## src/design/cwrp_pkg.sv

```systemverilog
// Package for the write-multiple-coils request parser.
// Holds the shared constants, codes and the header check result type.
// No dependencies.
package cwrp_pkg;

    localparam int MAX_QUANTITY_DEF = 1968;
    localparam int COILS_W          = 11;
    localparam int CFG_IDX_W        = 2;
    localparam int CFG_DATA_W       = 16;
    localparam int OUT_DATA_W       = 32;
    localparam int OUT_USER_W       = 2;

    localparam logic [CFG_IDX_W-1:0] CFG_FUNCTION_CODE = 2'd0;
    localparam logic [CFG_IDX_W-1:0] CFG_COIL_LOW      = 2'd1;
    localparam logic [CFG_IDX_W-1:0] CFG_COIL_HIGH     = 2'd2;
    localparam logic [CFG_IDX_W-1:0] CFG_RESP_CAPACITY = 2'd3;

    localparam logic [1:0] KIND_COIL   = 2'd0;
    localparam logic [1:0] KIND_RESP   = 2'd1;
    localparam logic [1:0] KIND_STATUS = 2'd2;

    localparam logic [1:0] STATUS_OK         = 2'd0;
    localparam logic [1:0] STATUS_REQ_TRUNC  = 2'd1;
    localparam logic [1:0] STATUS_RESP_TRUNC = 2'd2;

    localparam logic [1:0] EXC_NONE  = 2'd0;
    localparam logic [1:0] EXC_ADDR  = 2'd2;
    localparam logic [1:0] EXC_VALUE = 2'd3;

    localparam logic [7:0] MIN_NORMAL_CAP = 8'd4;

    typedef struct packed {
        logic       done;
        logic [1:0] exc;
    } chk_result_t;

endpackage

```

## src/design/coil_write_request_parser.sv

```systemverilog
// Write-multiple-coils request parser, top level. Depends on cwrp_pkg, cwrp_hdr_check.
// The fifth header byte starts the header check: one to nine steps of the shared add/subtract
// unit. A data byte gives up to 8 coil writes, then on the last one 5 response bytes and a
// status follow; each result passes through the output register.
// Synchronous active-low reset restores the register defaults and the start of a request.
module coil_write_request_parser #(
    parameter int MAX_QUANTITY = cwrp_pkg::MAX_QUANTITY_DEF
) (
    input  logic                              aclk,
    input  logic                              aresetn,
    input  logic                              s_tvalid,
    output logic                              s_tready,
    input  logic [7:0]                        s_tdata,   // req_byte[7:0]
    input  logic                              s_tlast,
    output logic                              m_tvalid,
    input  logic                              m_tready,
    // out_coil_addr[15:0], out_coil_value[16], out_resp_byte[24:17], out_status[26:25]
    output logic [cwrp_pkg::OUT_DATA_W-1:0]   m_tdata,
    output logic [cwrp_pkg::OUT_USER_W-1:0]   m_tuser,   // out_kind[1:0]
    output logic                              m_tlast,
    input  logic                              cfg_we,
    input  logic [cwrp_pkg::CFG_IDX_W-1:0]    cfg_index,
    input  logic [cwrp_pkg::CFG_DATA_W-1:0]   cfg_data
);

    typedef enum logic [2:0] {ST_IN, ST_CHECK, ST_COIL, ST_RESP, ST_EXC, ST_FIN} st_t;
    typedef enum logic [1:0] {PH_HEADER, PH_DATA, PH_SKIP} phase_t;

    st_t                          state_reg;
    phase_t                       phase_reg;
    logic [2:0]                   hidx_reg;
    logic [6:0]                   fc_reg;
    logic [15:0]                  low_reg;
    logic [15:0]                  high_reg;
    logic [7:0]                   cap_reg;
    logic [15:0]                  sa_reg;
    logic [15:0]                  qty_reg;
    logic [7:0]                   bc_reg;
    logic [cwrp_pkg::COILS_W-1:0] left_reg;
    logic [15:0]                  addr_reg;
    logic [7:0]                   byte_reg;
    logic                         last_reg;
    logic [2:0]                   k_reg;
    logic [2:0]                   idx_reg;
    logic [1:0]                   fin_status_reg;
    logic [1:0]                   exc_reg;
    logic                         m_tvalid_reg;
    logic [cwrp_pkg::OUT_DATA_W-1:0] m_tdata_reg;
    logic [cwrp_pkg::OUT_USER_W-1:0] m_tuser_reg;
    logic                         m_tlast_reg;

    logic                  s_accept;
    logic                  slot_free;
    logic                  chk_start;
    logic                  coil_done;
    logic [7:0]            resp_byte;
    cwrp_pkg::chk_result_t chk;

    function automatic logic [cwrp_pkg::OUT_DATA_W-1:0] pack_out(
        input logic [15:0] addr,
        input logic        value,
        input logic [7:0]  resp,
        input logic [1:0]  status
    );
        pack_out = {5'd0, status, resp, value, addr};
    endfunction

    assign s_tready  = (state_reg == ST_IN);
    assign s_accept  = s_tvalid && s_tready;
    assign slot_free = !m_tvalid_reg || m_tready;
    assign chk_start = s_accept && (phase_reg == PH_HEADER) && (hidx_reg == 3'd4);
    assign coil_done = (k_reg == 3'd7) || (left_reg == 11'd1);

    always_comb begin
        case (idx_reg)
            3'd0:    resp_byte = {1'b0, fc_reg};
            3'd1:    resp_byte = sa_reg[15:8];
            3'd2:    resp_byte = sa_reg[7:0];
            3'd3:    resp_byte = qty_reg[15:8];
            default: resp_byte = qty_reg[7:0];
        endcase
    end

    cwrp_hdr_check #(
        .MAX_QUANTITY (MAX_QUANTITY)
    ) u_check (
        .aclk          (aclk),
        .aresetn       (aresetn),
        .start         (chk_start),
        .start_address (sa_reg),
        .coil_quantity (qty_reg),
        .byte_count    (bc_reg),
        .coil_low      (low_reg),
        .coil_high     (high_reg),
        .result        (chk)
    );

    always_ff @(posedge aclk) begin
        if (!aresetn) begin
            fc_reg   <= 7'd15;
            low_reg  <= 16'h0000;
            high_reg <= 16'hFFFF;
            cap_reg  <= 8'd253;
        end else if (cfg_we) begin
            case (cfg_index)
                cwrp_pkg::CFG_FUNCTION_CODE: fc_reg   <= cfg_data[6:0];
                cwrp_pkg::CFG_COIL_LOW:      low_reg  <= cfg_data;
                cwrp_pkg::CFG_COIL_HIGH:     high_reg <= cfg_data;
                cwrp_pkg::CFG_RESP_CAPACITY: cap_reg  <= cfg_data[7:0];
                default: begin
                end
            endcase
        end
    end

    always_ff @(posedge aclk) begin
        if (!aresetn) begin
            state_reg    <= ST_IN;
            phase_reg    <= PH_HEADER;
            hidx_reg     <= 3'd0;
            sa_reg       <= 16'd0;
            qty_reg      <= 16'd0;
            bc_reg       <= 8'd0;
            left_reg     <= '0;
            addr_reg     <= 16'd0;
            m_tvalid_reg <= 1'b0;
        end else begin
            if (m_tready) begin
                m_tvalid_reg <= 1'b0;
            end
            case (state_reg)
                ST_IN: begin
                    if (s_accept) begin
                        last_reg <= s_tlast;
                        case (phase_reg)
                            PH_SKIP: begin
                                if (s_tlast) begin
                                    phase_reg <= PH_HEADER;
                                end
                            end
                            PH_HEADER: begin
                                case (hidx_reg)
                                    3'd0:    sa_reg[15:8]  <= s_tdata;
                                    3'd1:    sa_reg[7:0]   <= s_tdata;
                                    3'd2:    qty_reg[15:8] <= s_tdata;
                                    3'd3:    qty_reg[7:0]  <= s_tdata;
                                    default: bc_reg        <= s_tdata;
                                endcase
                                hidx_reg <= hidx_reg + 3'd1;
                                if (hidx_reg == 3'd4) begin
                                    state_reg <= ST_CHECK;
                                end else if (s_tlast) begin
                                    fin_status_reg <= cwrp_pkg::STATUS_REQ_TRUNC;
                                    state_reg      <= ST_FIN;
                                end
                            end
                            default: begin
                                byte_reg  <= s_tdata;
                                k_reg     <= 3'd0;
                                state_reg <= ST_COIL;
                            end
                        endcase
                    end
                end
                ST_CHECK: begin
                    if (chk.done) begin
                        exc_reg <= chk.exc;
                        idx_reg <= 3'd0;
                        if (chk.exc != cwrp_pkg::EXC_NONE) begin
                            if (cap_reg == 8'd0) begin
                                fin_status_reg <= cwrp_pkg::STATUS_RESP_TRUNC;
                                state_reg      <= ST_FIN;
                            end else begin
                                state_reg <= ST_EXC;
                            end
                        end else if (cap_reg < cwrp_pkg::MIN_NORMAL_CAP) begin
                            fin_status_reg <= cwrp_pkg::STATUS_RESP_TRUNC;
                            state_reg      <= ST_FIN;
                        end else begin
                            left_reg  <= qty_reg[cwrp_pkg::COILS_W-1:0];
                            addr_reg  <= sa_reg;
                            phase_reg <= PH_DATA;
                            hidx_reg  <= 3'd0;
                            if (last_reg) begin
                                fin_status_reg <= cwrp_pkg::STATUS_REQ_TRUNC;
                                state_reg      <= ST_FIN;
                            end else begin
                                state_reg <= ST_IN;
                            end
                        end
                    end
                end
                ST_COIL: begin
                    if (slot_free) begin
                        m_tvalid_reg <= 1'b1;
                        m_tdata_reg  <= pack_out(addr_reg, byte_reg[k_reg], 8'd0,
                                                 cwrp_pkg::STATUS_OK);
                        m_tuser_reg  <= cwrp_pkg::KIND_COIL;
                        m_tlast_reg  <= coil_done && (left_reg != 11'd1) && !last_reg;
                        left_reg     <= left_reg - 11'd1;
                        addr_reg     <= addr_reg + 16'd1;
                        k_reg        <= k_reg + 3'd1;
                        if (coil_done) begin
                            if (left_reg == 11'd1) begin
                                idx_reg   <= 3'd0;
                                state_reg <= ST_RESP;
                            end else if (last_reg) begin
                                fin_status_reg <= cwrp_pkg::STATUS_REQ_TRUNC;
                                state_reg      <= ST_FIN;
                            end else begin
                                state_reg <= ST_IN;
                            end
                        end
                    end
                end
                ST_RESP: begin
                    if (slot_free) begin
                        m_tvalid_reg <= 1'b1;
                        m_tdata_reg  <= pack_out(16'd0, 1'b0, resp_byte, cwrp_pkg::STATUS_OK);
                        m_tuser_reg  <= cwrp_pkg::KIND_RESP;
                        m_tlast_reg  <= 1'b0;
                        idx_reg      <= idx_reg + 3'd1;
                        if (idx_reg == 3'd4) begin
                            fin_status_reg <= cwrp_pkg::STATUS_OK;
                            state_reg      <= ST_FIN;
                        end
                    end
                end
                ST_EXC: begin
                    if (slot_free) begin
                        m_tvalid_reg <= 1'b1;
                        m_tdata_reg  <= pack_out(16'd0, 1'b0,
                                                 (idx_reg == 3'd0) ? {1'b1, fc_reg}
                                                                   : {6'd0, exc_reg},
                                                 cwrp_pkg::STATUS_OK);
                        m_tuser_reg  <= cwrp_pkg::KIND_RESP;
                        m_tlast_reg  <= 1'b0;
                        idx_reg      <= idx_reg + 3'd1;
                        if (idx_reg != 3'd0) begin
                            fin_status_reg <= cwrp_pkg::STATUS_OK;
                            state_reg      <= ST_FIN;
                        end
                    end
                end
                ST_FIN: begin
                    if (slot_free) begin
                        m_tvalid_reg <= 1'b1;
                        m_tdata_reg  <= pack_out(16'd0, 1'b0, 8'd0, fin_status_reg);
                        m_tuser_reg  <= cwrp_pkg::KIND_STATUS;
                        m_tlast_reg  <= 1'b1;
                        phase_reg    <= last_reg ? PH_HEADER : PH_SKIP;
                        hidx_reg     <= 3'd0;
                        state_reg    <= ST_IN;
                    end
                end
                default: begin
                    state_reg <= ST_IN;
                end
            endcase
        end
    end

    assign m_tvalid = m_tvalid_reg;
    assign m_tdata  = m_tdata_reg;
    assign m_tuser  = m_tuser_reg;
    assign m_tlast  = m_tlast_reg;

    a_check_only_when_waiting: assert property (@(posedge aclk) disable iff (!aresetn)
        chk.done |-> (state_reg == ST_CHECK))
        else $error("header check finished outside the check state");

    a_data_has_coils: assert property (@(posedge aclk) disable iff (!aresetn)
        ((state_reg == ST_IN) && (phase_reg == PH_DATA)) |-> (left_reg != 11'd0))
        else $error("data phase entered with no coils left");

    a_header_index_range: assert property (@(posedge aclk) disable iff (!aresetn)
        (state_reg == ST_IN) |-> (hidx_reg <= 3'd4))
        else $error("header index beyond the header");

    a_finish_is_status: assert property (@(posedge aclk) disable iff (!aresetn)
        ((state_reg == ST_FIN) && slot_free) |=>
            (m_tvalid && m_tlast && (m_tuser == cwrp_pkg::KIND_STATUS)))
        else $error("finishing status not presented as the last result");

endmodule

```

## src/design/cwrp_hdr_check.sv

```systemverilog
// Header checker: runs the quantity, address range and byte count checks
// one at a time through a single shared 17-bit add/subtract unit.
// Depends on cwrp_pkg.
module cwrp_hdr_check #(
    parameter int MAX_QUANTITY = cwrp_pkg::MAX_QUANTITY_DEF
) (
    input  logic                  aclk,
    input  logic                  aresetn,
    input  logic                  start,
    input  logic [15:0]           start_address,
    input  logic [15:0]           coil_quantity,
    input  logic [7:0]            byte_count,
    input  logic [15:0]           coil_low,
    input  logic [15:0]           coil_high,
    output cwrp_pkg::chk_result_t result
);

    typedef enum logic [3:0] {
        CK_IDLE, CK_QLO, CK_QHI, CK_SLO, CK_SHI, CK_QM1, CK_END, CK_ELO, CK_EHI, CK_BC
    } ck_state_t;

    ck_state_t   state_reg;
    logic [15:0] qm1_reg;
    logic [15:0] end_reg;
    logic        done_reg;
    logic [1:0]  exc_reg;

    logic [15:0] op_a;
    logic [15:0] op_b;
    logic        op_sub;
    logic [16:0] sum;

    always_comb begin
        op_a   = coil_quantity;
        op_b   = 16'd1;
        op_sub = 1'b1;
        case (state_reg)
            CK_QHI: begin
                op_a = 16'(MAX_QUANTITY);
                op_b = coil_quantity;
            end
            CK_SLO: begin
                op_a = start_address;
                op_b = coil_low;
            end
            CK_SHI: begin
                op_a = coil_high;
                op_b = start_address;
            end
            CK_END: begin
                op_a   = start_address;
                op_b   = qm1_reg;
                op_sub = 1'b0;
            end
            CK_ELO: begin
                op_a = end_reg;
                op_b = coil_low;
            end
            CK_EHI: begin
                op_a = coil_high;
                op_b = end_reg;
            end
            CK_BC: begin
                op_a = {8'd0, byte_count};
                op_b = {3'd0, qm1_reg[15:3]};
            end
            default: begin
                op_a = coil_quantity;
            end
        endcase
        sum = {1'b0, op_a} + (op_sub ? ~{1'b0, op_b} : {1'b0, op_b}) + {16'd0, op_sub};
    end

    always_ff @(posedge aclk) begin
        if (!aresetn) begin
            state_reg <= CK_IDLE;
            done_reg  <= 1'b0;
            exc_reg   <= cwrp_pkg::EXC_NONE;
        end else begin
            done_reg <= 1'b0;
            case (state_reg)
                CK_IDLE: begin
                    if (start) begin
                        state_reg <= CK_QLO;
                    end
                end
                CK_QLO, CK_QHI: begin
                    if (sum[16]) begin
                        done_reg  <= 1'b1;
                        exc_reg   <= cwrp_pkg::EXC_VALUE;
                        state_reg <= CK_IDLE;
                    end else begin
                        state_reg <= (state_reg == CK_QLO) ? CK_QHI : CK_SLO;
                    end
                end
                CK_SLO, CK_SHI, CK_ELO: begin
                    if (sum[16]) begin
                        done_reg  <= 1'b1;
                        exc_reg   <= cwrp_pkg::EXC_ADDR;
                        state_reg <= CK_IDLE;
                    end else if (state_reg == CK_SLO) begin
                        state_reg <= CK_SHI;
                    end else if (state_reg == CK_SHI) begin
                        state_reg <= CK_QM1;
                    end else begin
                        state_reg <= CK_EHI;
                    end
                end
                CK_QM1: begin
                    qm1_reg   <= sum[15:0];
                    state_reg <= CK_END;
                end
                CK_END: begin
                    end_reg <= sum[15:0];
                    if (sum[16]) begin
                        done_reg  <= 1'b1;
                        exc_reg   <= cwrp_pkg::EXC_ADDR;
                        state_reg <= CK_IDLE;
                    end else begin
                        state_reg <= CK_ELO;
                    end
                end
                CK_EHI: begin
                    if (sum[16]) begin
                        done_reg  <= 1'b1;
                        exc_reg   <= cwrp_pkg::EXC_ADDR;
                        state_reg <= CK_IDLE;
                    end else begin
                        state_reg <= CK_BC;
                    end
                end
                CK_BC: begin
                    done_reg  <= 1'b1;
                    exc_reg   <= (sum == 17'd1) ? cwrp_pkg::EXC_NONE : cwrp_pkg::EXC_VALUE;
                    state_reg <= CK_IDLE;
                end
                default: begin
                    state_reg <= CK_IDLE;
                end
            endcase
        end
    end

    assign result.done = done_reg;
    assign result.exc  = exc_reg;

endmodule
```

## config.mk

```make
export PLATFORM = sky130hd
export DESIGN_NAME = coil_write_request_parser
export DESIGN_NICKNAME = d
export VERILOG_FILES = /design/src/design/cwrp_pkg.sv /design/src/design/coil_write_request_parser.sv /design/src/design/cwrp_hdr_check.sv
export SDC_FILE = /design/constraint.sdc
export NUM_CORES = 1
export LEC_CHECK = 0
export ABC_AREA = 0
export BUFFER_PORTS_ARGS = -buffer_cell sky130_fd_sc_hd__buf_2
export CORE_UTILIZATION = 49
export DETAILED_ROUTE_END_ITERATION = 6
export GPL_TIMING_DRIVEN = 0
export PLACE_DENSITY = 0.66
export SYNTH_ARGS = -nofsm -noshare
export SYNTH_HDL_FRONTEND = slang
export SYNTH_HIERARCHICAL = 1
export SYNTH_SLANG_ARGS = --single-unit
```

## constraint.sdc

```tcl
create_clock -name aclk -period 9.07 [get_ports aclk]
set_input_delay 0.907 -clock aclk [delete_from_list [all_inputs] [get_ports aclk]]
set_output_delay 0.907 -clock aclk [all_outputs]
set_load 0.005 [all_outputs]
```

==> impl_metrics.py <==
metrics = {
    "cts": {
        "cts.clk_slew.worst_paths_ns": 0.06,
        "postCtsHoldBufs": 0,
        "cts_buffer_depth": 3,
        "clockRootBuffer": "clkbuf_16",
        "cts_tree": "done",
        "cts_resized": 0,
        "cts.sinks": 211,
        "clkLatencyLatePin_ns": 0.54,
        "cts_max_level": 1,
        "numCtsBuffers": 24,
        "post-cts-setup-buffer-count": 0,
    },
    "global_route": {
        "grt_pass1_wl_um": 57440,
        "overflow": 0,
        "grt_start_max_net_pins": 18,
        "grt_pass1_vias": 9954,
        "grt_antenna_before_repair": 0,
        "grt_util_all_layers_pct": 31.46,
    },
    "synthesis": {
        "synthFlopType": "dfxtp_1",
        "synth_area_leader_cell": "dfxtp_1",
        "syn-cell-area_mm2": 0.01131,
        "synth_seq_cells": 211,
        "synth-edff-count": 81,
        "synth_area_leaders": "dfxtp_1, edfxtp_1, nand2_1, a21oi_1, nor2_1",
        "synthCells": 1285,
        "ys_types": 90,
        "syn_area_per_cell_um2": 8.800,
        "yosysTopAreaCellShare_pct": 23.01,
        "postSynth.asyncResetShare_pct": 0,
        "ys_seq_area_share_pct": 44.52,
        "yosys_warnings": 6,
    },
    "critical_path": {
        "path_class": "reg2reg",
        "critPathTopFamily": "simple AND/OR/NAND/NOR gates",
        "worstSetupStartpointType": "flip-flop",
        "arrival_ns": 8.21,
        "path_max_fanout": 10,
        "cp-end-kind": "flip-flop",
        "slowest_delay_ns": 0.84,
        "cp_cell_sequence": "buf_2 -> inv_2 -> nor4_2 -> or2_2 -> clkbuf_1 -> clkbuf_1 -> a22oi_1 -> a31oi_1 -> ha_1 -> nor2b_1 -> o2111ai_1 -> a21oi_1 -> o21a_1 -> o41a_1 -> a21o_1 -> a21oi_1 -> ha_1 -> or4b_1 -> a21o_1 -> nand4bb_1 -> a221oi_2 -> or4b_1 -> nor4_2 -> nor2_1",
        "slowest_stage": "nor4_2",
        "critPathBufInv": 4,
        "crit_required_ns": 9.47,
    },
    "timing": {
        "setup_viol": 0,
        "rsz0062_at_grt": "no",
        "fin_crit_sh_pct": 86.10,
        "finalHoldViolations": 0,
        "skew_ns": 0.02712,
        "fin_tns_setup_ns": 0,
        "tightest_slew_ns": 1.235,
        "fmax_mhz": 128.1,
        "min_period_ns": 7.809,
        "maxSlewViolCount": 0,
        "slew_headroom_pct": 15.53,
    },
    "finish": {
        "finish.utilization_pct": 56.94,
        "final_common_cell": "nand2_1",
        "nets": 1444,
        "synthToLayoutAreaGrowth_pct": 14.01,
        "drive_gt1_share_pct": 10.87,
        "largest_reg_flops": 27,
        "final_cell_mix": "nand2_1, nor2_1, dfxtp_1",
        "num_antenna_cells": 0,
    },
    "placed_design": {
        "dpl.hpwl_um": 28250,
        "io_buffers": 63,
        "place_congestion": 0.9986,
    },
    "routing": {
        "totalWireLength_um": 37480,
        "routedWlPerCell_um": 22.27,
        "firstDrtPassIters": 7,
        "num_vias": 10640,
        "vias_per_cell": 6.323,
        "first_iter_violations": 1135,
        "drc": 1,
        "final_antenna_net_count": 0,
    },
    "floorplan": {
        "rows": 55,
        "dieArea_mm2": 0.02369,
        "core_mm2": 0.02264,
        "die_width_um": 153.9,
        "ioPinCount": 69,
        "dieHeight_um": 153.9,
        "initial_core_util_pct": 49.95,
    },
    "min_path": {
        "hp-class": "reg2reg",
    },
    "power": {
        "power_density_mw_per_mm2": 203.5,
        "p_leak_nw": 4.956,
        "peakVddDrop_mv": 0.1699,
    },
    "status": {
        "violations": "design-rule violations",
        "status": "finished with violations",
    },
    "flow_run": {
        "max_cap_viol_count": 0,
    },
}
[cells by family after synthesis]
group                    share of synthesized area (%)
AO/OA/AOI/OAI                                    20.71
XOR/XNOR                                        0.5422
adder cells (fa/ha/maj)                          3.696
buffers and inverters                            4.514
flip-flops                                       44.52
multiplexers                                     4.061
other                                          0.03316
AND/OR/NAND/NOR                                  21.92
[worst register-to-register path: cells and delay by family (launching register included)]
| family | cells | cell delay (ns) |
|---|---|---|
| DFF | 1 | 0.35 |
| AOI/OAI and AO/OA | 10 | 2.31 |
| and+or+nand+nor | 8 | 3.32 |
| buffers and inverters | 4 | 1.05 |
| adders and majority gates | 2 | 0.63 |
[final timing paths]
kind | depth (start not counted) | to | slack, ns | start
hold / removal | 2 | bc_reg[4]$_SDFFE_PN0P_ | 0.47 | bc_reg[4]$_SDFFE_PN0P_
setup / recovery | 24 | u_check/exc_reg[1]$_SDFFE_PN0P_ | 1.26 | u_check/state_reg[3]$_SDFFE_PN0P_
setup reg to reg | 24 | u_check/exc_reg[1]$_SDFFE_PN0P_ | 1.26 | u_check/state_reg[3]$_SDFFE_PN0P_
hold reg to reg | 2 | bc_reg[4]$_SDFFE_PN0P_ | 0.47 | bc_reg[4]$_SDFFE_PN0P_
[layer usage]
| layer | routed length [µm] | vias up | GRT usage [%] | part of all wire, % |
|---|---|---|---|---|
| met5 | 0 | - | 0 | 0 |
| met3 | 2965 | 117 | 4.510 | 7.9 |
| met2 | 17420 | 540 | 52.01 | 46 |
| met1 | 15130 | 5030 | 40.23 | 40 |
| li1 | - | 4955 | - | - |
| met4 | 1966 | 0 | 15.76 | 5.2 |
[where the power goes]
part	internal [W]	switching (W)	total (W)
clock network	0.000616	0.000407	0.00102
registers	0.00106	0.0000706	0.00113
logic	0.000173	0.000299	0.000472
[Yosys cell counts, types with 6 or more instances]
library cell  number
a222oi_1          24
inv_1             27
o22ai_1            8
mux2i_1           38
nand2b_1           7
a21oi_1          113
nand3_1           69
buf_4              7
nor2b_1            9
a21o_1            12
edfxtp_1          81
a31oi_1           22
o211ai_1          10
clkbuf_1          71
nand2_1          177
and2_1            17
nor2_1           131
ha_1              31
dfxtp_1          130
o31ai_1           14
buf_2              9
nor3_1            26
o32ai_1            6
o21ai_0           38
nand4_1            6
and3_1            42
o221a_2            7
o21a_1             6
a22oi_1           29
[metrics by stage]
stage	setup WS, ns	area, µm²	total power, W	hold slack, ns	cells
finish	1.261	12890	0.002624	0.4688	1683
global route	1.016	12890	0.002719	0.4767	1683
CTS	1.415	12890	0.002624	0.4647	1683
detailed placement	1.443	12060	0.001604	0.4553	1639
global placement	0.9571	12000	0.001593	0.4498	1637
floorplan	3.019	11320	0.001430	0.4357	1289
[layout make-up]
class,count,area [µm²]
Sequential cell,211,5035
Fill cell,2098,9748
Tap cell,285,356.6
Clock inverter,12,151.4
Timing Repair Buffer,65,354.1
Multi-Input combinational cell,956,5802
Inverter,29,108.9
Clock buffer,32,683.2
Buffer,93,401.6
(Power assumes the default switching activity.)
